**config.mk**
```make
export PLATFORM = sky130hd
export DESIGN_NAME = dropout_aware_moving_average_top_flat
export DESIGN_NICKNAME = d
export VERILOG_FILES = /design/src/rtl/dama_pkg.sv /design/src/rtl/dama_in_if.sv /design/src/rtl/dama_out_if.sv /design/src/rtl/dama_ring.sv /design/src/rtl/dama_serial_div.sv /design/src/rtl/dropout_aware_moving_average_top.sv /design/src/flat_wrapper.sv
export SDC_FILE = /design/constraint.sdc
export NUM_CORES = 1
export LEC_CHECK = 0
export ABC_AREA = 0
export BUFFER_PORTS_ARGS = -buffer_cell sky130_fd_sc_hd__buf_4
export CAP_MARGIN = 15
export CORE_MARGIN = 3
export CORE_UTILIZATION = 61
export CTS_BUF_LIST = sky130_fd_sc_hd__clkbuf_16
export DETAILED_ROUTE_END_ITERATION = 7
export MAX_ROUTING_LAYER = met4
export PLACE_DENSITY_LB_ADDON = 0.2
export SLEW_MARGIN = 20
export SYNTH_ARGS = -nofsm -noshare
export SYNTH_HDL_FRONTEND = slang
export SYNTH_SLANG_ARGS = --single-unit
```
**constraint.sdc**
```tcl
create_clock -name clk -period 11.4 [get_ports clk]
set_input_delay 1.14 -clock clk [delete_from_list [all_inputs] [get_ports clk]]
set_output_delay 1.14 -clock clk [all_outputs]
set_load 0.005 [all_outputs]
```
**src/rtl/dama_pkg.sv**
```systemverilog
package dama_pkg;

    localparam int READING_W = 32;
    localparam int WIN_W     = 5;
    localparam int OP_W      = 2;

    localparam logic [WIN_W-1:0] WINDOW_RESET = 5'd5;

    localparam logic [OP_W-1:0] OP_SAMPLE  = 2'd0;
    localparam logic [OP_W-1:0] OP_MISSING = 2'd1;
    localparam logic [OP_W-1:0] OP_CLEAR   = 2'd2;

    typedef struct packed {
        logic busy;
        logic done;
    } div_status_t;

endpackage

```
**src/rtl/dama_in_if.sv**
```systemverilog
interface dama_in_if;

    logic                                 valid;
    logic                                 ready;
    logic [dama_pkg::OP_W-1:0]            op;
    logic signed [dama_pkg::READING_W-1:0] reading;

    modport source (output valid, output op, output reading, input ready);
    modport sink   (input valid, input op, input reading, output ready);

endinterface

```
**src/rtl/dama_out_if.sv**
```systemverilog
interface dama_out_if #(
    parameter int CNT_W = 5
);

    logic                                  valid;
    logic                                  ready;
    logic                                  average_valid;
    logic signed [dama_pkg::READING_W-1:0] average;
    logic [CNT_W-1:0]                      held_count;

    modport source (output valid, output average_valid, output average, output held_count,
                    input ready);
    modport sink   (input valid, input average_valid, input average, input held_count,
                    output ready);

endinterface

```
**src/rtl/dama_ring.sv**
```systemverilog
module dama_ring #(
    parameter int DEPTH = 16,
    parameter int IDX_W = 4
) (
    input  logic                             clk,
    input  logic                             we,
    input  logic [IDX_W-1:0]                 waddr,
    input  logic [dama_pkg::READING_W-1:0]   wdata,
    input  logic [IDX_W-1:0]                 raddr,
    output logic [dama_pkg::READING_W-1:0]   rdata
);

    logic [dama_pkg::READING_W-1:0] mem [DEPTH];

    always_ff @(posedge clk)
    begin
        if (we)
        begin
            mem[waddr] <= wdata;
        end
    end

    always_ff @(posedge clk)
    begin
        rdata <= mem[raddr];
    end

endmodule

```
**src/rtl/dama_serial_div.sv**
```systemverilog
module dama_serial_div #(
    parameter int SUM_W = 36,
    parameter int CNT_W = 5
) (
    input  logic                                  clk,
    input  logic                                  rst_n,
    input  logic                                  start,
    input  logic signed [SUM_W-1:0]               dividend,
    input  logic [CNT_W-1:0]                      divisor,
    output dama_pkg::div_status_t                 status,
    output logic signed [dama_pkg::READING_W-1:0] quotient
);

    localparam int STEP_W = $clog2(SUM_W + 1);

    logic [SUM_W-1:0]  quo_reg, quo_next;
    logic [CNT_W-1:0]  rem_reg, rem_next;
    logic [CNT_W-1:0]  divisor_reg;
    logic              neg_reg;
    logic [STEP_W-1:0] step_reg, step_next;
    logic              busy_reg, busy_next;
    logic              done_reg, done_next;

    logic [CNT_W:0]    trial;
    logic [CNT_W:0]    diff;
    logic              fits;

    // one quotient bit per cycle, remainder stays as narrow as the count
    assign trial = {rem_reg, quo_reg[SUM_W-1]};
    assign diff  = trial - {1'b0, divisor_reg};
    assign fits  = trial >= {1'b0, divisor_reg};

    always_comb
    begin
        quo_next  = quo_reg;
        rem_next  = rem_reg;
        step_next = step_reg;
        busy_next = busy_reg;
        done_next = 1'b0;
        if (start)
        begin
            quo_next  = dividend[SUM_W-1] ? SUM_W'(-dividend) : SUM_W'(dividend);
            rem_next  = '0;
            step_next = STEP_W'(SUM_W);
            busy_next = 1'b1;
        end
        else if (busy_reg)
        begin
            quo_next  = {quo_reg[SUM_W-2:0], fits};
            rem_next  = fits ? diff[CNT_W-1:0] : trial[CNT_W-1:0];
            step_next = step_reg - 1'b1;
            if (step_reg == STEP_W'(1))
            begin
                busy_next = 1'b0;
                done_next = 1'b1;
            end
        end
    end

    always_ff @(posedge clk or negedge rst_n)
    begin
        if (!rst_n)
        begin
            step_reg <= '0;
            busy_reg <= 1'b0;
            done_reg <= 1'b0;
        end
        else
        begin
            step_reg <= step_next;
            busy_reg <= busy_next;
            done_reg <= done_next;
        end
    end

    always_ff @(posedge clk)
    begin
        quo_reg <= quo_next;
        rem_reg <= rem_next;
        if (start)
        begin
            divisor_reg <= divisor;
            neg_reg     <= dividend[SUM_W-1];
        end
    end

    assign status.busy = busy_reg;
    assign status.done = done_reg;
    assign quotient    = neg_reg ? -$signed(quo_reg[dama_pkg::READING_W-1:0])
                                 : $signed(quo_reg[dama_pkg::READING_W-1:0]);

endmodule

```
**src/rtl/dropout_aware_moving_average_top.sv**
```systemverilog
// Sliding-window mean of signed Q16.16 readings over at most window_size recent
// readings (0 acts as 1, above WINDOW_MAX acts as WINDOW_MAX); a write of
// window_size empties the history. Each request yields one result. The mean
// of the SUM_W = 32 + log2(WINDOW_MAX) bit sum is formed by the bit-serial
// restoring divider that produces one quotient bit per cycle; when the window
// is empty the division is skipped. One item is in work at a time; the next
// request is taken while a finished result still waits in the output register.
// The history memory needs no clearing pass: only entries that hold readings
// are ever read.
module dropout_aware_moving_average_top #(
    parameter int WINDOW_MAX = 16
) (
    input  logic                           clk,
    input  logic                           rst_n,
    input  logic                           cfg_we,
    input  logic [dama_pkg::WIN_W-1:0]     cfg_wdata,
    dama_in_if.sink                        samples,
    dama_out_if.source                     results
);

    localparam int IDX_W = (WINDOW_MAX > 1) ? $clog2(WINDOW_MAX) : 1;
    localparam int CNT_W = $clog2(WINDOW_MAX + 1);
    localparam int SUM_W = dama_pkg::READING_W + $clog2(WINDOW_MAX);
    localparam int PTR_W = CNT_W + 1;
    localparam int CMP_W = (CNT_W > dama_pkg::WIN_W) ? CNT_W : dama_pkg::WIN_W;

    typedef enum logic [5:0] {
        ST_IDLE      = 6'b000001,
        ST_LOAD      = 6'b000010,
        ST_UPDATE    = 6'b000100,
        ST_DIV_START = 6'b001000,
        ST_DIVIDE    = 6'b010000,
        ST_FINISH    = 6'b100000
    } state_t;

    state_t                            state_reg, state_next;
    logic [dama_pkg::WIN_W-1:0]        window_size_reg, window_size_next;
    logic [IDX_W-1:0]                  oldest_reg, oldest_next;
    logic [CNT_W-1:0]                  count_reg, count_next;
    logic signed [SUM_W-1:0]           sum_reg, sum_next;
    logic [dama_pkg::OP_W-1:0]         op_reg;
    logic [dama_pkg::READING_W-1:0]    reading_reg;

    logic                              out_valid_reg, out_valid_next;
    logic                              out_avg_valid_reg;
    logic signed [dama_pkg::READING_W-1:0] out_average_reg;
    logic [CNT_W-1:0]                  out_count_reg;

    logic [CMP_W-1:0]                  win_ext;
    logic [CNT_W-1:0]                  win_eff;
    logic [PTR_W-1:0]                  slot_sum;
    logic [IDX_W-1:0]                  slot;
    logic [IDX_W-1:0]                  oldest_inc;
    logic [dama_pkg::READING_W-1:0]    rd_data;
    logic                              ring_we;
    logic                              accept;
    logic                              load_out;
    logic                              div_start;
    dama_pkg::div_status_t             div_st;
    logic signed [dama_pkg::READING_W-1:0] div_quotient;

    assign win_ext = CMP_W'(window_size_reg);

    always_comb
    begin
        priority if (window_size_reg == '0)
        begin
            win_eff = CNT_W'(1);
        end
        else if (win_ext > CMP_W'(WINDOW_MAX))
        begin
            win_eff = CNT_W'(WINDOW_MAX);
        end
        else
        begin
            win_eff = CNT_W'(win_ext);
        end
    end

    // new slot sits count places past the oldest, whether or not one is dropped
    assign slot_sum   = PTR_W'(oldest_reg) + PTR_W'(count_reg);
    assign slot       = (slot_sum >= PTR_W'(WINDOW_MAX)) ?
                        IDX_W'(slot_sum - PTR_W'(WINDOW_MAX)) : IDX_W'(slot_sum);
    assign oldest_inc = (oldest_reg == IDX_W'(WINDOW_MAX - 1)) ? '0 : oldest_reg + 1'b1;

    assign accept   = samples.valid && samples.ready;
    assign load_out = (state_reg == ST_FINISH) && (!out_valid_reg || results.ready);

    always_comb
    begin
        state_next       = state_reg;
        window_size_next = window_size_reg;
        oldest_next      = oldest_reg;
        count_next       = count_reg;
        sum_next         = sum_reg;
        ring_we          = 1'b0;
        div_start        = 1'b0;

        unique case (state_reg)
            ST_IDLE:
            begin
                if (accept)
                begin
                    state_next = ST_LOAD;
                end
            end
            ST_LOAD:
            begin
                state_next = ST_UPDATE;
            end
            ST_UPDATE:
            begin
                unique case (op_reg)
                    dama_pkg::OP_SAMPLE:
                    begin
                        ring_we = 1'b1;
                        if (count_reg >= win_eff)
                        begin
                            // drop oldest and append: count holds
                            oldest_next = oldest_inc;
                            sum_next    = sum_reg - SUM_W'($signed(rd_data))
                                          + SUM_W'($signed(reading_reg));
                        end
                        else
                        begin
                            count_next = count_reg + 1'b1;
                            sum_next   = sum_reg + SUM_W'($signed(reading_reg));
                        end
                    end
                    dama_pkg::OP_MISSING:
                    begin
                        if (count_reg != '0)
                        begin
                            oldest_next = oldest_inc;
                            count_next  = count_reg - 1'b1;
                            sum_next    = sum_reg - SUM_W'($signed(rd_data));
                        end
                    end
                    dama_pkg::OP_CLEAR:
                    begin
                        oldest_next = '0;
                        count_next  = '0;
                        sum_next    = '0;
                    end
                    default:
                    begin
                    end
                endcase
                state_next = ST_DIV_START;
            end
            ST_DIV_START:
            begin
                if (count_reg != '0)
                begin
                    div_start  = 1'b1;
                    state_next = ST_DIVIDE;
                end
                else
                begin
                    state_next = ST_FINISH;
                end
            end
            ST_DIVIDE:
            begin
                if (div_st.done)
                begin
                    state_next = ST_FINISH;
                end
            end
            ST_FINISH:
            begin
                if (load_out)
                begin
                    state_next = ST_IDLE;
                end
            end
            default:
            begin
                state_next = ST_IDLE;
            end
        endcase

        if (cfg_we)
        begin
            window_size_next = cfg_wdata;
            oldest_next      = '0;
            count_next       = '0;
            sum_next         = '0;
        end
    end

    always_comb
    begin
        out_valid_next = out_valid_reg;
        if (load_out)
        begin
            out_valid_next = 1'b1;
        end
        else if (results.ready)
        begin
            out_valid_next = 1'b0;
        end
    end

    always_ff @(posedge clk or negedge rst_n)
    begin
        if (!rst_n)
        begin
            state_reg       <= ST_IDLE;
            window_size_reg <= dama_pkg::WINDOW_RESET;
            oldest_reg      <= '0;
            count_reg       <= '0;
            sum_reg         <= '0;
            out_valid_reg   <= 1'b0;
        end
        else
        begin
            state_reg       <= state_next;
            window_size_reg <= window_size_next;
            oldest_reg      <= oldest_next;
            count_reg       <= count_next;
            sum_reg         <= sum_next;
            out_valid_reg   <= out_valid_next;
        end
    end

    always_ff @(posedge clk)
    begin
        if (accept)
        begin
            op_reg      <= samples.op;
            reading_reg <= samples.reading;
        end
        if (load_out)
        begin
            out_avg_valid_reg <= (count_reg != '0);
            out_average_reg   <= (count_reg != '0) ? div_quotient : '0;
            out_count_reg     <= count_reg;
        end
    end

    dama_ring #(
        .DEPTH (WINDOW_MAX),
        .IDX_W (IDX_W)
    ) u_ring (
        .clk   (clk),
        .we    (ring_we),
        .waddr (slot),
        .wdata (reading_reg),
        .raddr (oldest_reg),
        .rdata (rd_data)
    );

    dama_serial_div #(
        .SUM_W (SUM_W),
        .CNT_W (CNT_W)
    ) u_div (
        .clk      (clk),
        .rst_n    (rst_n),
        .start    (div_start),
        .dividend (sum_reg),
        .divisor  (count_reg),
        .status   (div_st),
        .quotient (div_quotient)
    );

    assign samples.ready         = (state_reg == ST_IDLE);
    assign results.valid         = out_valid_reg;
    assign results.average_valid = out_avg_valid_reg;
    assign results.average       = out_average_reg;
    assign results.held_count    = out_count_reg;

    assert property (@(posedge clk) disable iff (!rst_n)
        count_reg <= win_eff)
    else $error("held count exceeds the effective window");

    assert property (@(posedge clk) disable iff (!rst_n)
        results.valid && !results.average_valid |->
            results.average == '0 && results.held_count == '0)
    else $error("invalid mean carries a nonzero value or count");

    assert property (@(posedge clk) disable iff (!rst_n)
        div_st.done |-> state_reg == ST_DIVIDE)
    else $error("divider finished outside the divide state");

    assert property (@(posedge clk) disable iff (!rst_n)
        div_start |=> div_st.busy)
    else $error("divider did not start");

endmodule

```
**src/flat_wrapper.sv**
```systemverilog
// flat-port wrapper written by rule: the top's interface ports become plain ports
module dropout_aware_moving_average_top_flat 
#(
    parameter int WINDOW_MAX = 16
)
  (clk, rst_n, cfg_we, cfg_wdata, samples_valid, samples_op, samples_reading, samples_ready, results_valid, results_average_valid, results_average, results_held_count, results_ready);
  dama_in_if samples_i ();
  dama_out_if #(.CNT_W(dama_pkg::WIN_W)) results_i ();
  input  logic clk;
  input  logic rst_n;
  input  logic cfg_we;
  input  logic [dama_pkg::WIN_W-1:0] cfg_wdata;
  input wire logic [$bits(samples_i.valid)-1:0] samples_valid;
  input wire logic [$bits(samples_i.op)-1:0] samples_op;
  input wire logic [$bits(samples_i.reading)-1:0] samples_reading;
  output wire logic [$bits(samples_i.ready)-1:0] samples_ready;
  output wire logic [$bits(results_i.valid)-1:0] results_valid;
  output wire logic [$bits(results_i.average_valid)-1:0] results_average_valid;
  output wire logic [$bits(results_i.average)-1:0] results_average;
  output wire logic [$bits(results_i.held_count)-1:0] results_held_count;
  input wire logic [$bits(results_i.ready)-1:0] results_ready;
  assign samples_i.valid = samples_valid;
  assign samples_i.op = samples_op;
  assign samples_i.reading = samples_reading;
  assign samples_ready = samples_i.ready;
  assign results_valid = results_i.valid;
  assign results_average_valid = results_i.average_valid;
  assign results_average = results_i.average;
  assign results_held_count = results_i.held_count;
  assign results_i.ready = results_ready;
  dropout_aware_moving_average_top #(.WINDOW_MAX(WINDOW_MAX)) u_core (.clk(clk), .rst_n(rst_n), .cfg_we(cfg_we), .cfg_wdata(cfg_wdata), .samples(samples_i), .results(results_i));
endmodule
```
==> key figures <==
Status
  – Run status: finished clean

Setup path
  – CP arrival: 6.35 ns
  – CP Launch Type: register
  – Critical Path Fanout Max: 5
  – Worst Path Required: 11.96 ns
  – Critical path class: register to register
  – Critical Path End Type: register

Synth
  – Ys Warns: 0
  – Syn nets: 2650
  – Gate count of the mapped netlist: 2505
  – Synth area leaders: edfxtp_1 (56%), dfrtp_1 (4.6%), mux4_2 (4.3%)
  – Post-Syn Area: 33400 µm²
  – Yosys cell types: 74
  – Most common cell in the netlist: edfxtp_1
  – Seq/Total Area, Yosys: 63.4%
  – Top cell type's share of synthesized area: 56.3%
  – Mean Syn Cell Area: 13.3 µm²
  – Top_reg_cell synth: edfxtp_1
  – Post-synth top cells: edfxtp_1 (626), nand2_1 (245), nor2_1 (178), o21ai_0 (171), a21oi_1 (143)
  – Async SR Flop Fraction: 8.93%
  – Largest area contributor in the netlist: edfxtp_1
  – FF+latch count, synth: 728
  – Number of flops mapped to enable cells by yosys: 626

Clocking
  – CTS clk-pin slew, worst paths: 0.06 ns
  – CTS tree: done
  – CTS Buf Count: 75
  – H-Tree Depth: 3
  – Postcts setup bufs: 0
  – Worst-Skew Late Latency: 0.62 ns
  – CTS Root Cell: clkbuf_16
  – CTS Sinks: 728
  – Longest Clk Path Bufs: 3
  – Hold buffers post-CTS: 0
  – Post-cts gate resize count: 0

STA
  – Worst-case clock skew: 0.0146 ns
  – Hold Fails Final Rpt: 0
  – Slew headroom: 32.4%
  – Fmax: 173 MHz
  – Total negative setup slack: 0 ns
  – Final hold slack: 0.510 ns
  – Min Clock Period, post-route: 5.79 ns
  – Slew Limit Fails: 0
  – Endpoints failing setup: 0
  – Unrepaired setup endpoints after global routing: no
  – Fin crit share: 50.8%
  – Worst slew pin tran: 1.01 ns

Floorplanning
  – Die X: 240 µm
  – CORE AREA: 54000 µm²
  – Starting density of the core: 61.9%
  – Die ar.: 57600 µm²
  – # rows: 85
  – Die height: 240 µm
  – Ports: 84

Finish
  – Layout Cells excl Fill: 3341
  – Register area: 21200 µm²
  – Max FFs per register: 512
  – Area Overhead vs Synth: 12.0%
  – Diodes inserted: 0
  – Final #Nets: 2728
  – Share of cells above drive strength 1: 13.8%
  – Layout Utilization: 69.3%
  – FILL cells: 3683
  – Multi-input gate area: 11700 µm²

Routing
  – Vias per std cell: 6.32
  – Vias: 21100
  – Per-cell routed wire length: 23.7 µm
  – Routed Wire Length: 79100 µm
  – DR iter-0 viols: 1999
  – TritonRoute pass-1 iters: 5
  – Remaining routing DRC violations: 0
  – Antenna Nets Post-Route: 0

Worst hold path
  – Hold Crit Class: register to register

Global routing
  – First-pass GRT wire length: 122000 µm
  – Number of global-route vias before repair: 21100
  – Global Route Usage Sum: 28.8%
  – Largest net degree at the start of global routing: 106
  – Remaining global-route overflow: 0
  – Initial antenna violation count: 2

Placement
  – Placed Instances: 3202
  – DPL Wire Length: 47800 µm
  – IO buf count: 83
  – Gpl congestion: 0.919

Power
  – Leakage: 0.0136 µW
  – Peak supply drop: 0.000163 V
  – P per Cell Area: 206 nW/µm²

Run
  – Number of max-cap violations: 0
==> area by class of cell <==
cell class,instances,share of cell area (%)
flip-flops and latches,728,56.6
repair buffers,117,2.38
well taps,696,2.33
inverters,71,0.712
clock inverters,63,1.66
multi-input cells,1590,31.3
clock buffers,76,5.08
==> critical path: stages (launching register included) <==
cell,delay [ns]
dfrtp_1,0.42
inv_1,0.13
ha_1,0.19
inv_1,0.06
fa_1,0.40
a21oi_1,0.20
nor2_1,0.09
nor4_1,0.52
o31ai_1,0.31
nand2_1,0.16
nand2b_1,0.06
a21oi_1,0.17
xnor2_1,0.11
nand2_1,0.08
nand2_1,0.07
ha_1,0.37
nand2_1,0.09
o21a_1,0.20
o21ai_0,0.28
nor4b_1,0.13
o41ai_1,0.70
a21oi_1,0.16
nor2b_1,0.16
o21ai_0,0.12
a2111oi_0,0.43
a211o_1,0.15
==> final timing paths <==
kind                                               from                 endpoint  slack [ns]  cells after the start
worst max-delay path                  u_core.sum_reg[0]       u_core.sum_reg[34]        5.61                     25
worst min-delay path            u_core.u_div.rem_reg[2]  u_core.u_div.rem_reg[2]        0.51                      2
worst max register to register        u_core.sum_reg[0]       u_core.sum_reg[34]        5.61                     25
worst min register to register  u_core.u_div.rem_reg[2]  u_core.u_div.rem_reg[2]        0.51                      2
max in group asynchronous                         rst_n     u_core.oldest_reg[1]       10.09                      1
min in group asynchronous                         rst_n      u_core.state_reg[2]        0.63                      1
==> power by group <==
group          total, µW  switching, µW  leakage (µW)  internal (µW)
registers           3390            236       0.00682           3150
clock network       2470           1040       0.00129           1430
logic               1850           1130       0.00553            723
==> placed cells by master (no fill, tap or decap), types with 24 or more instances in the layout <==
cell,count
dfxtp_1,37
clkbuf_16,76
xnor2_1,50
nor3_1,24
mux4_2,64
buf_4,116
ha_1,96
o21ai_0,171
nand2b_1,25
xor2_1,88
a221oi_1,36
nor2_1,161
mux2_2,30
edfxtp_1,626
mux2i_1,113
a21o_1,27
nand2_1,244
a22oi_1,44
a21oi_1,142
inv_1,90
dfrtp_1,59
a211oi_1,25
==> metrics by stage <==
| step | worst slack [ns] | total power [µW] | cell area, µm² |
|---|---|---|---|
| detailed placement | 5.72 | 5260 | 34900 |
| global route | 5.21 | 8070 | 37400 |
| floorplan | 6.33 | 4700 | 33400 |
| global placement | 5.79 | 5230 | 34900 |
| finish | 5.61 | 7710 | 37400 |
| CTS | 5.68 | 7730 | 37400 |
==> kinds of logic after synthesis <==
kind of cell | count (synthesis) | synth area share (%)
AO/OA/AOI/OAI | 557 | 10.5
XOR/XNOR | 138 | 3.62
adder cells (fa/ha/maj) | 101 | 3.89
buffers and inverters | 187 | 2.11
flip-flops | 728 | 63.4
multiplexers | 207 | 8.71
AND/OR/NAND/NOR | 587 | 7.83
==> metal layers <==
layer / GRT usage [%] / vias to the layer above / share of wire, %
li1: - / 9664 / -
met1: 38.9 / 10300 / 41
met2: 44.7 / 921 / 47
met3: 5.08 / 165 / 8.7
met4: 10.5 / 0 / 3.1
met5: - / - / 0
Note: power is estimated with default switching activity, not from simulation.
